===== config.mk =====
export PLATFORM = sky130hd
export DESIGN_NAME = poeq_front
export DESIGN_NICKNAME = d
export VERILOG_FILES = /design/src/rtl/poeq_pkg.sv /design/src/rtl/poeq_front.sv
export SDC_FILE = /design/constraint.sdc
export NUM_CORES = 1
export LEC_CHECK = 0
export BUFFER_PORTS_ARGS = -buffer_cell sky130_fd_sc_hd__buf_2
export CAP_MARGIN = 20
export CORE_MARGIN = 2
export CORE_UTILIZATION = 31
export CTS_CLUSTER_SIZE = 20
export DETAILED_ROUTE_END_ITERATION = 8
export GPL_ROUTABILITY_DRIVEN = 0
export SYNTH_ARGS = -nofsm -noshare
export SYNTH_HDL_FRONTEND = slang
export SYNTH_SLANG_ARGS = --single-unit
export TNS_END_PERCENT = 20

===== constraint.sdc =====
create_clock -name clk -period 5.85 [get_ports clk]
set_input_delay 0 -clock clk [delete_from_list [all_inputs] [get_ports clk]]
set_output_delay 0 -clock clk [all_outputs]
set_load 0.02 [all_outputs]

===== src/rtl/poeq_pkg.sv =====
// Package for the per-object output event queue.
// Holds command/status codes, sizing constants, command record and state types.
// No dependencies.
`default_nettype none
package poeq_pkg;

  localparam int NUM_OBJECTS_DEF = 16;
  localparam int QUEUE_DEPTH_DEF = 64;
  localparam int MAX_RESULTS     = 64;
  localparam int CMD_W           = 3;
  localparam int OBJ_W           = 4;
  localparam int DATA_W          = 32;
  localparam int CNT_W           = 7;
  localparam int STAT_W          = 2;
  localparam logic [DATA_W-1:0] ALL_ONES = '1;

  localparam logic [CMD_W-1:0] CMD_INSERT   = 3'd0;
  localparam logic [CMD_W-1:0] CMD_COLLECT  = 3'd1;
  localparam logic [CMD_W-1:0] CMD_COLL_ALL = 3'd2;
  localparam logic [CMD_W-1:0] CMD_ROLLBACK = 3'd3;
  localparam logic [CMD_W-1:0] CMD_SIZE     = 3'd4;

  localparam logic [STAT_W-1:0] ST_OK    = 2'd0;
  localparam logic [STAT_W-1:0] ST_FULL  = 2'd1;
  localparam logic [STAT_W-1:0] ST_EMPTY = 2'd2;

  // one classified command passed from the front to the back
  typedef struct packed {
    logic [CMD_W-1:0]  cmd;
    logic              bad_obj;
    logic [OBJ_W-1:0]  obj;
    logic [DATA_W-1:0] handle;
    logic [DATA_W-1:0] etime;
    logic [DATA_W-1:0] thr;
  } poeq_cmd_t;

  typedef enum logic [3:0] {
    S_IDLE, S_DISPATCH, S_INS, S_CREAD, S_CWAIT, S_CCHK,
    S_RREAD, S_RWAIT, S_RCHK, S_RDONE, S_EMIT
  } poeq_state_t;

endpackage
`default_nettype wire


===== src/rtl/poeq_front.sv =====
// Front end: accepts commands and queues them, classified, for the back end.
// Depends on poeq_pkg.
`default_nettype none
module poeq_front import poeq_pkg::*; #(
  parameter int NUM_OBJECTS = NUM_OBJECTS_DEF
) (
  input  wire logic              clk,
  input  wire logic              rst_n,
  input  wire logic              in_push,
  output logic                   in_full,
  input  wire logic [CMD_W-1:0]  in_command,
  input  wire logic [OBJ_W-1:0]  in_object_id,
  input  wire logic [DATA_W-1:0] in_event_handle,
  input  wire logic [DATA_W-1:0] in_event_time,
  input  wire logic [DATA_W-1:0] in_threshold_time,
  output logic                   cmd_valid,
  output poeq_cmd_t              cmd_data,
  input  wire logic              cmd_take
);
  // two-entry command queue
  poeq_cmd_t  q_r [2];
  logic       wp_r, rp_r;
  logic [1:0] cnt_r;
  poeq_cmd_t  nc;
  logic       do_push, do_pop;

  // classify the incoming command
  always_comb begin
    nc.cmd     = in_command;
    nc.bad_obj = ({28'd0, in_object_id} >= NUM_OBJECTS);
    nc.obj     = in_object_id;
    nc.handle  = in_event_handle;
    nc.etime   = in_event_time;
    nc.thr     = in_threshold_time;
  end

  assign in_full   = (cnt_r == 2'd2);
  assign do_push   = in_push && !in_full;
  assign cmd_valid = (cnt_r != 2'd0);
  assign do_pop    = cmd_take && cmd_valid;
  assign cmd_data  = q_r[rp_r];

  // hold payload
  always_ff @(posedge clk) begin
    if (do_push) q_r[wp_r] <= nc;
  end

  // advance pointers
  always_ff @(posedge clk) begin
    if (!rst_n) begin
      wp_r <= 1'b0; rp_r <= 1'b0; cnt_r <= 2'd0;
    end else begin
      if (do_push) wp_r <= ~wp_r;
      if (do_pop)  rp_r <= ~rp_r;
      cnt_r <= cnt_r + {1'b0, do_push} - {1'b0, do_pop};
    end
  end
endmodule
`default_nettype wire


* Word-level counts from Yosys, hierarchy flattened *
Memory sizes are Yosys's and may differ from the RTL's. A register that Yosys moved wholly into a read port is not among the register bits.
Cells that the tools add are included.

word-level totals
  memories kept = 1
  input bits = 107
  RAM bits = 206
  bits in registers = 4
  word-level logic and storage cells = 17

operators by class
  reduce and logical (&&, ||, !) cells = 4
  muxes and demuxes = 4
  add/sub/neg operators = 2
  bitwise logic cells = 2
  equality and inequality tests = 1

memories
  name  words  bits a word  rd ports  clocked after memory_dff  write ports  RTL line          RTL
  q_r   2      103          1         1                         1            poeq_front.sv:21  poeq_cmd_t q_r [2];

operators with widths
  cell                                  number
  2-to-1 mux 1 bit                      4
  adder 2 x 1 -> 2 bit                  1
  == test 2 bit, second input constant  1
  logical AND 1 bit                     2
  inverter 1 bit                        2
  nonzero test 2 bit                    1
  subtractor 2 x 1 -> 2 bit             1
  logical NOT 1 bit                     1

* Longest topological paths before layout *
Gate-level depths: netlist of run 1.

  depth after elaboration = 5
  gate-level depth with buffers = 8

* Worst setup path before layout of run 1 *
Ideal clock, no wire load.

  kind = reg2reg
  from = register cnt_r[0]
  to = memory q_r[0][0] in the netlist's numbering (enable)
  data required time = 5.284 ns
  cell stages (with the launch flop) = 4
  arrival = 4.866 ns
  setup time = 0.566 ns
  path buffers = 0
  setup slack = 0.418 ns
  clock period less this slack = 5.432 ns
  cell sequence = dfxtp_1 nand2b_1 nand2_1 nor2_1

on the way
  word-level cells in the longest chain between the ends = 5

RTL lines
  what                                    RTL line          RTL
  start: declaration                      poeq_front.sv:23  logic [1:0] cnt_r;
  start signal: assignment                poeq_front.sv:55  cnt_r <= cnt_r + {1'b0, do_push} - {1'b0, do_pop};
  == test 2 bit                           poeq_front.sv:37  assign in_full = (cnt_r == 2'd2);
  logical NOT 1 bit                       poeq_front.sv:38  assign do_push = in_push && !in_full;
  logical AND 1 bit                       poeq_front.sv:38
  2-to-1 mux 1 bit                        poeq_front.sv:45  if (do_push) q_r[wp_r] <= nc;
  2-to-1 mux 1 bit (implied by the code)  poeq_front.sv:45
  end: declaration                        poeq_front.sv:21

Every way passes these cells.

==> reports/metrics.yaml, run 1 <==
worst_setup_path:
  critical_path_arrival_ns: 2.67
  timing.critical_path.to_type: "output port"
  cpLargestDelayFamily: "buffers and inverters"
  class_of_the_most_critical_setup_path: "register to output port"
  required_ns: 5.85
  cp_slowest_cell: "sky130_fd_sc_hd__dfxtp_4"
  timing.critical_path.from_type: "register"
  slowest_delay_ns: 0.78
  worstPathMaxFanout: 53
  crit_chain: "buf_4 -> mux2_2 -> buf_2"
  path_buf_inv: 2
logic_synthesis:
  synth_compound_gate_area_share_pct: 0.0976
  synth_xor_xnor_area_share_pct: 0.342
  synthesis.nets: 457
  synthDominantCellAreaShare_pct: 80.4
  netlist-cell-type-count: 19
  syn_area_mm2: 0.00769
  number_of_enable_type_register_cells_in_the_synthesized_netlist: 206
  synth-seq-cells: 211
  mux_contribution_to_synthesized_area_pct: 15.2
  post_synth_inst_count: 348
  number_of_warnings_reported_in_the_yosys_synthesis_log: 0
  synth_sequential_area_ratio_pct: 81.7
  synth.area.top_cells: "sky130_fd_sc_hd__edfxtp_1, sky130_fd_sc_hd__mux2_2, sky130_fd_sc_hd__dfxtp_1, sky130_fd_sc_hd__buf_6, sky130_fd_sc_hd__ha_1"
  synth_simple_gate_area_share_pct: 0.699
  synth_top_family_by_area: "multiplexers"
  ys_dominant_reg_cell: "sky130_fd_sc_hd__edfxtp_1"
  synth_common_cells: "sky130_fd_sc_hd__edfxtp_1, sky130_fd_sc_hd__mux2_2, sky130_fd_sc_hd__buf_6"
  netlist.top_cell.by_area: "sky130_fd_sc_hd__edfxtp_1"
  post-synth-top-count-cell: "sky130_fd_sc_hd__edfxtp_1"
  synth-adder-area-share_pct: 0.325
  synth_area_per_cell_um2: 22.1
  synth_async_sr_flop_share_pct: 0
timing:
  worst-slew-pin-transition_ns: 0.783
  grt_setup_unrepaired: "false"
  hold_violations_final: 0
  finalSetupViolations: 0
  slew-limit-headroom_pct: 47.8
  final_critical_path_setup_slack_ns: 3.18
  period_needed_ns: 2.67
  final_max_slew_viol_count: 0
  fmax_mhz: 375
  final.period_utilization_pct: 45.6
  finalSetupTns_ns: 0
  skew_ns: 0.0163
floorplanning:
  die_w_um: 162
  core_area_mm2: 0.0243
  ioPinCount: 213
  rows: 57
  chipHeight_um: 162
  starting_density_pct: 31.6
  die-area_mm2: 0.0261
routing:
  detail-route-antenna-nets: 0
  postRouteWirelength_um: 16100
  drtPass1Iterations: 4
  drt_iter0_drc: 189
  detailroute.via_count: 4387
  viasPerCell: 4.29
  route.detailed.wl_per_inst_um: 15.7
  drcViolationCount: 0
final_layout:
  antenna_cells_inserted: 0
  layout-area-overhead-vs-synth_pct: 41.0
  multi_input_comb_area_mm2: 0.00130
  fill_cells: 2155
  layout-drive-gt1-share_pct: 50.6
  final_nets: 791
  regArea_mm2: 0.00629
power_and_ir_drop:
  power_frac_comb_pct: 25.3
  switching_share_pct: 29.2
  power.static_leakage_nw: 4.07
  cellInternalPower_mw: 3.14
  pwr_density_cell_mw_per_mm2: 409
  peakVddDrop_v: 0.000257
  power.sequential.fraction_pct: 45.0
  power_switching_mw: 1.30
  power.share.clock_pct: 29.7
clock_network:
  worstSkewPairLatency_ns: 0.50
  cts_root_buf: "sky130_fd_sc_hd__clkbuf_16"
  num_clock_sinks: 211
  max-clock-path-buffers: 3
  cts-buffers-inserted: 23
  worst_setup_hold_path_clk_slew_ns: 0.06
  postCtsHoldBufs: 106
  cts-resized-gates: 0
  cts.repair_timing.setup_buffer_count: 0
  h-tree-depth: 1
  cts_tree: "yes"
global_route:
  globalRouteTotalUtil_pct: 12.0
  antenna_found_initial: 0
  grt_max_degree: 55
  grt_first_pass_wirelength_um: 24900
  overflow: 0
  grt_pass1_vias: 4828
run_status:
  status: "completed"
min_path:
  min-delay-path-class: "input pin to register"
place:
  dp_hpwl_um: 9720
  post-place-ws_ns: 3.27
  placement.io_buffers: 211
job:
  cap_violations: 0
-- sequential cells by signal, summed over array words and instances (netlist names), named ones only --
signal,count
cnt_r,2
q_r,206
rp_r,1
wp_r,1
-- logic make-up after synthesis --
family / count (synthesis)
AO/OA/AOI/OAI: 1
XOR/XNOR: 3
adder cells (fa/ha/maj): 2
buffers and inverters: 15
flip-flops: 211
multiplexers: 104
other: 1
AND/OR/NAND/NOR: 11
-- final cells by class --
| class | instances | area share [%] |
|---|---|---|
| multi-input cells | 122 | 12.0 |
| inverters | 3 | 0.104 |
| well taps | 324 | 3.74 |
| flip-flops and latches | 211 | 58.0 |
| repair buffers | 321 | 19.8 |
| clock buffers | 27 | 5.44 |
| clock inverters | 15 | 0.980 |
-- worst paths after layout --
path	from	end	slack (ns)	cells past startpoint
worst min register to register	rp_r$_SDFFE_PN0P_	rp_r$_SDFFE_PN0P_	0.52	2
worst min-delay path	in_threshold_time[26]	q_r[1][26]$_DFFE_PP_	0.20	2
worst max-delay path	register	cmd_data[28]	3.18	3
worst max register to register	cnt_r[0]$_SDFF_PN0_	q_r[0][1]$_DFFE_PP_	3.30	5
-- stage by stage --
stage          hold slack (ns)  total power, mW  instances  utilization, %  cell area [um2]
6_report                 0.204             4.43       1023            44.6            10800
5_1_grt                  0.186             4.65       1023            44.6            10800
3_5_place_dp             0.191             3.11        875            37.4             9090
4_1_cts                  0.188             4.50       1023            44.6            10800
3_3_place_gp             0.188             3.08        875            37.4             9090
2_1_floorplan           0.0989             2.78        348               -             7690
-- placed cells by master, fill, tap and decap left out, drive strengths merged --
cell type	n
buf	215
and2	1
dfxtp	5
xor2	1
nor2	4
xnor2	2
conb	1
clkinvlp	1
o21a	1
edfxtp	206
nand2	2
ha	2
bufinv	1
or2	1
mux2i	1
inv	4
clkinv	12
and3	1
nand2b	2
clkbuf	27
dlygate4sd3	106
mux2	103
-- worst reg2reg max path, cell delays in order, from the launching register on --
cell,delay (ns)
sky130_fd_sc_hd__dfxtp_1,0.36
sky130_fd_sc_hd__nand2b_1,0.17
sky130_fd_sc_hd__nand2_1,0.16
sky130_fd_sc_hd__nor2_4,0.11
sky130_fd_sc_hd__buf_4,0.57
sky130_fd_sc_hd__buf_4,0.74
-- per-layer routing --
| layer | vias to the layer above | share of wire, % | GRT usage (%) | routed length [um] |
|---|---|---|---|---|
| li1 | 2043 | - | - | - |
| met4 | 0 | 2.8 | 3.45 | 454 |
| met1 | 2152 | 39 | 13.6 | 6300 |
| met3 | 30 | 7.8 | 3.78 | 1250 |
| met2 | 162 | 50 | 21.8 | 8050 |
| met5 | - | 0 | 0 | 0 |
-- power by group through the flow --
stage / clock network [mW] / registers [mW] / logic [mW]
6_report: 1.32 / 1.99 / 1.12
4_1_cts: 1.36 / 2.00 / 1.14
2_1_floorplan: 0 / 1.99 / 0.790
5_1_grt: 1.43 / 2.02 / 1.20
3_3_place_gp: 0 / 2.01 / 1.07
3_5_place_dp: 0 / 2.03 / 1.08
(Power assumes the default switching activity.)
==> run 2: changes to the inputs <==
clock period = 2.5 ns   (was 5.85 ns; I/O delays follow)
==> run 2 against run 1 <==
Net effect: clock power grew to 2.6 times the previous value; combinational power increased by 140%; clock skew decreased by 0.012 ns; sequential cell count did not move; count of clock-buffer cells in the layout stayed put; critical path type unchanged.
==> reports/metrics.yaml, run 2 (synthesis gave the netlist of run 1 again) <==
run_status:
  status: "completed"
clock_network:
  cts-buffers-inserted: 23
  cts_tree: "yes"
  postCtsHoldBufs: 106
  cts-resized-gates: 0
  num_clock_sinks: 211
  cts_root_buf: "sky130_fd_sc_hd__clkbuf_16"
  worstSkewPairLatency_ns: 0.50
  h-tree-depth: 1
  worst_setup_hold_path_clk_slew_ns: 0.06
  max-clock-path-buffers: 3
  cts.repair_timing.setup_buffer_count: 0
worst_setup_path:
  timing.critical_path.to_type: "output port"
  worstPathMaxFanout: 35
  path_buf_inv: 2
  class_of_the_most_critical_setup_path: "register to output port"
  rr_startpoint: "cnt_r[0]$_SDFF_PN0_"
  slowest_delay_ns: 0.66
  reg2reg_to: "q_r[1][57]$_DFFE_PP_"
  worst-r2r-setup-slack_ns: 0.87
  crit_chain: "buf_4 -> mux2_2 -> buf_2"
  cp_slowest_cell: "sky130_fd_sc_hd__dfxtp_4"
  worstRegToRegCells: 3
  required_ns: 2.50
  cpLargestDelayFamily: "flip-flops"
  timing.critical_path.from_type: "register"
  critical_path_arrival_ns: 2.09
final_layout:
  layout_top_registers: "q_r: 206 flops, cnt_r: 2 flops"
  fill_cells: 2072
  largest-register: "q_r"
  layout-area-overhead-vs-synth_pct: 43.4
  most-common-layout-cells: "sky130_fd_sc_hd__buf_2, sky130_fd_sc_hd__edfxtp_1, sky130_fd_sc_hd__dlygate4sd3_1"
  final-instance-count-excl-fill: 1028
  final_nets: 794
  commonest_non_fill_non_tap_cell_in_the_layout: "sky130_fd_sc_hd__buf_2"
  layout-drive-gt1-share_pct: 51.6
  flip_flop_count_of_the_largest_register_all_copies_and_words_added: 206
routing:
  route.detailed.wl_per_inst_um: 16.0
  detailroute.wirelength.met3_um: 1580
  detail-route-antenna-nets: 0
  m1WireLength_um: 6240
  drt_iter0_drc: 147
  detailroute.via_count: 4338
  drtPass1Iterations: 4
  drcViolationCount: 0
  top_layer: "met5"
  viasPerCell: 4.22
  met2RoutedLength_um: 8280
  postRouteWirelength_um: 16400
timing:
  fmax_mhz: 478
  final.period_utilization_pct: 83.7
  grt_setup_unrepaired: "false"
  finalSetupViolations: 0
  fin_worst_hold_slack_ns: 0.222
  hold_violations_final: 0
  period_needed_ns: 2.09
  skew_ns: 0.00415
  finalSetupTns_ns: 0
  final_max_slew_viol_count: 0
place:
  dp.cells: 878
  dp_hpwl_um: 10300
  placement.io_buffers: 211
floorplanning:
  starting_density_pct: 31.6
  rows: 57
  chipHeight_um: 162
  die_w_um: 162
  ioPinCount: 213
  die-area_mm2: 0.0261
  core_area_mm2: 0.0243
job:
  cap_violations: 0
global_route:
  grt_pass1_vias: 4970
  overflow: 0
  grt_max_degree: 77
  antenna_found_initial: 3
  grt_first_pass_wirelength_um: 25300
  globalRouteTotalUtil_pct: 12.3
power_and_ir_drop:
  power.static_leakage_nw: 4.14
  pwr_density_cell_mw_per_mm2: 984
  peakVddDrop_v: 0.000564
min_path:
  hold_path_depth: 2
  worst_hold_path.endpoint: "q_r[0][8]$_DFFE_PP_"
  min-delay-path-class: "input pin to register"
  hold_path.startpoint: "in_threshold_time[8]"
[run 2: changes by cell type in the layout (fill, tap and decap cells not counted), sizes merged]
cell	change
buf	+3
bufinv	+4
clkinv	-4
diode	+2
[run 2: worst max-delay path by stage]
stage | start | to | slack, ns | cells after the start
2_1_floorplan | cnt_r[0]$_SDFF_PN0_ | q_r[0][0]$_DFFE_PP_ | 0.008 | 3
3_3_place_gp | cnt_r[0]$_SDFF_PN0_ | q_r[1][58]$_DFFE_PP_ | 0.90 | 3
3_5_place_dp | cnt_r[0]$_SDFF_PN0_ | q_r[1][60]$_DFFE_PP_ | 0.83 | 3
4_1_cts | register | cmd_data[87] | 0.33 | 3
5_1_grt | register | cmd_data[91] | 0.29 | 3
6_report | register | cmd_data[87] | 0.41 | 3
[run 2: metal layers]
| layer | vias to the layer above | GRT usage [%] |
|---|---|---|
| met5 | - | 0 |
| met3 | 32 | 4.62 |
| met2 | 176 | 22.4 |
| li1 | 2053 | - |
| met4 | 2 | 3.37 |
| met1 | 2075 | 13.3 |
[run 2: area by class of cell]
class                           instances  area, um2  share of cell area (%)
Sequential cell                       211       6290                    57.0
Clock inverter                         15        201                    1.83
Tap cell                              324        405                    3.67
Multi-Input combinational cell        122       1310                    11.9
Inverter                                3       11.3                   0.102
Clock buffer                           27        591                    5.35
Timing Repair Buffer                  324       2220                    20.1
Antenna cell                            2       5.00                  0.0454
[run 2: per-stage QoR]
step / utilization, % / instance area, um2 / power (mW) / worst slack, ns
floorplan: - / 7710 / 6.47 / 0.00832
global placement: 37.7 / 9180 / 7.27 / 0.900
detailed placement: 37.7 / 9180 / 7.33 / 0.834
CTS: 45.3 / 11000 / 11.0 / 0.335
global route: 45.4 / 11000 / 11.4 / 0.291
finish: 45.4 / 11000 / 10.9 / 0.408
[run 2: power by group]
| group | leakage, nW | internal [mW] | switching (mW) |
|---|---|---|---|
| combinational | 1.79 | 1.16 | 1.57 |
| clock | 0.385 | 2.20 | 1.29 |
| sequential | 1.97 | 4.45 | 0.188 |
| total | 4.14 | 7.81 | 3.05 |
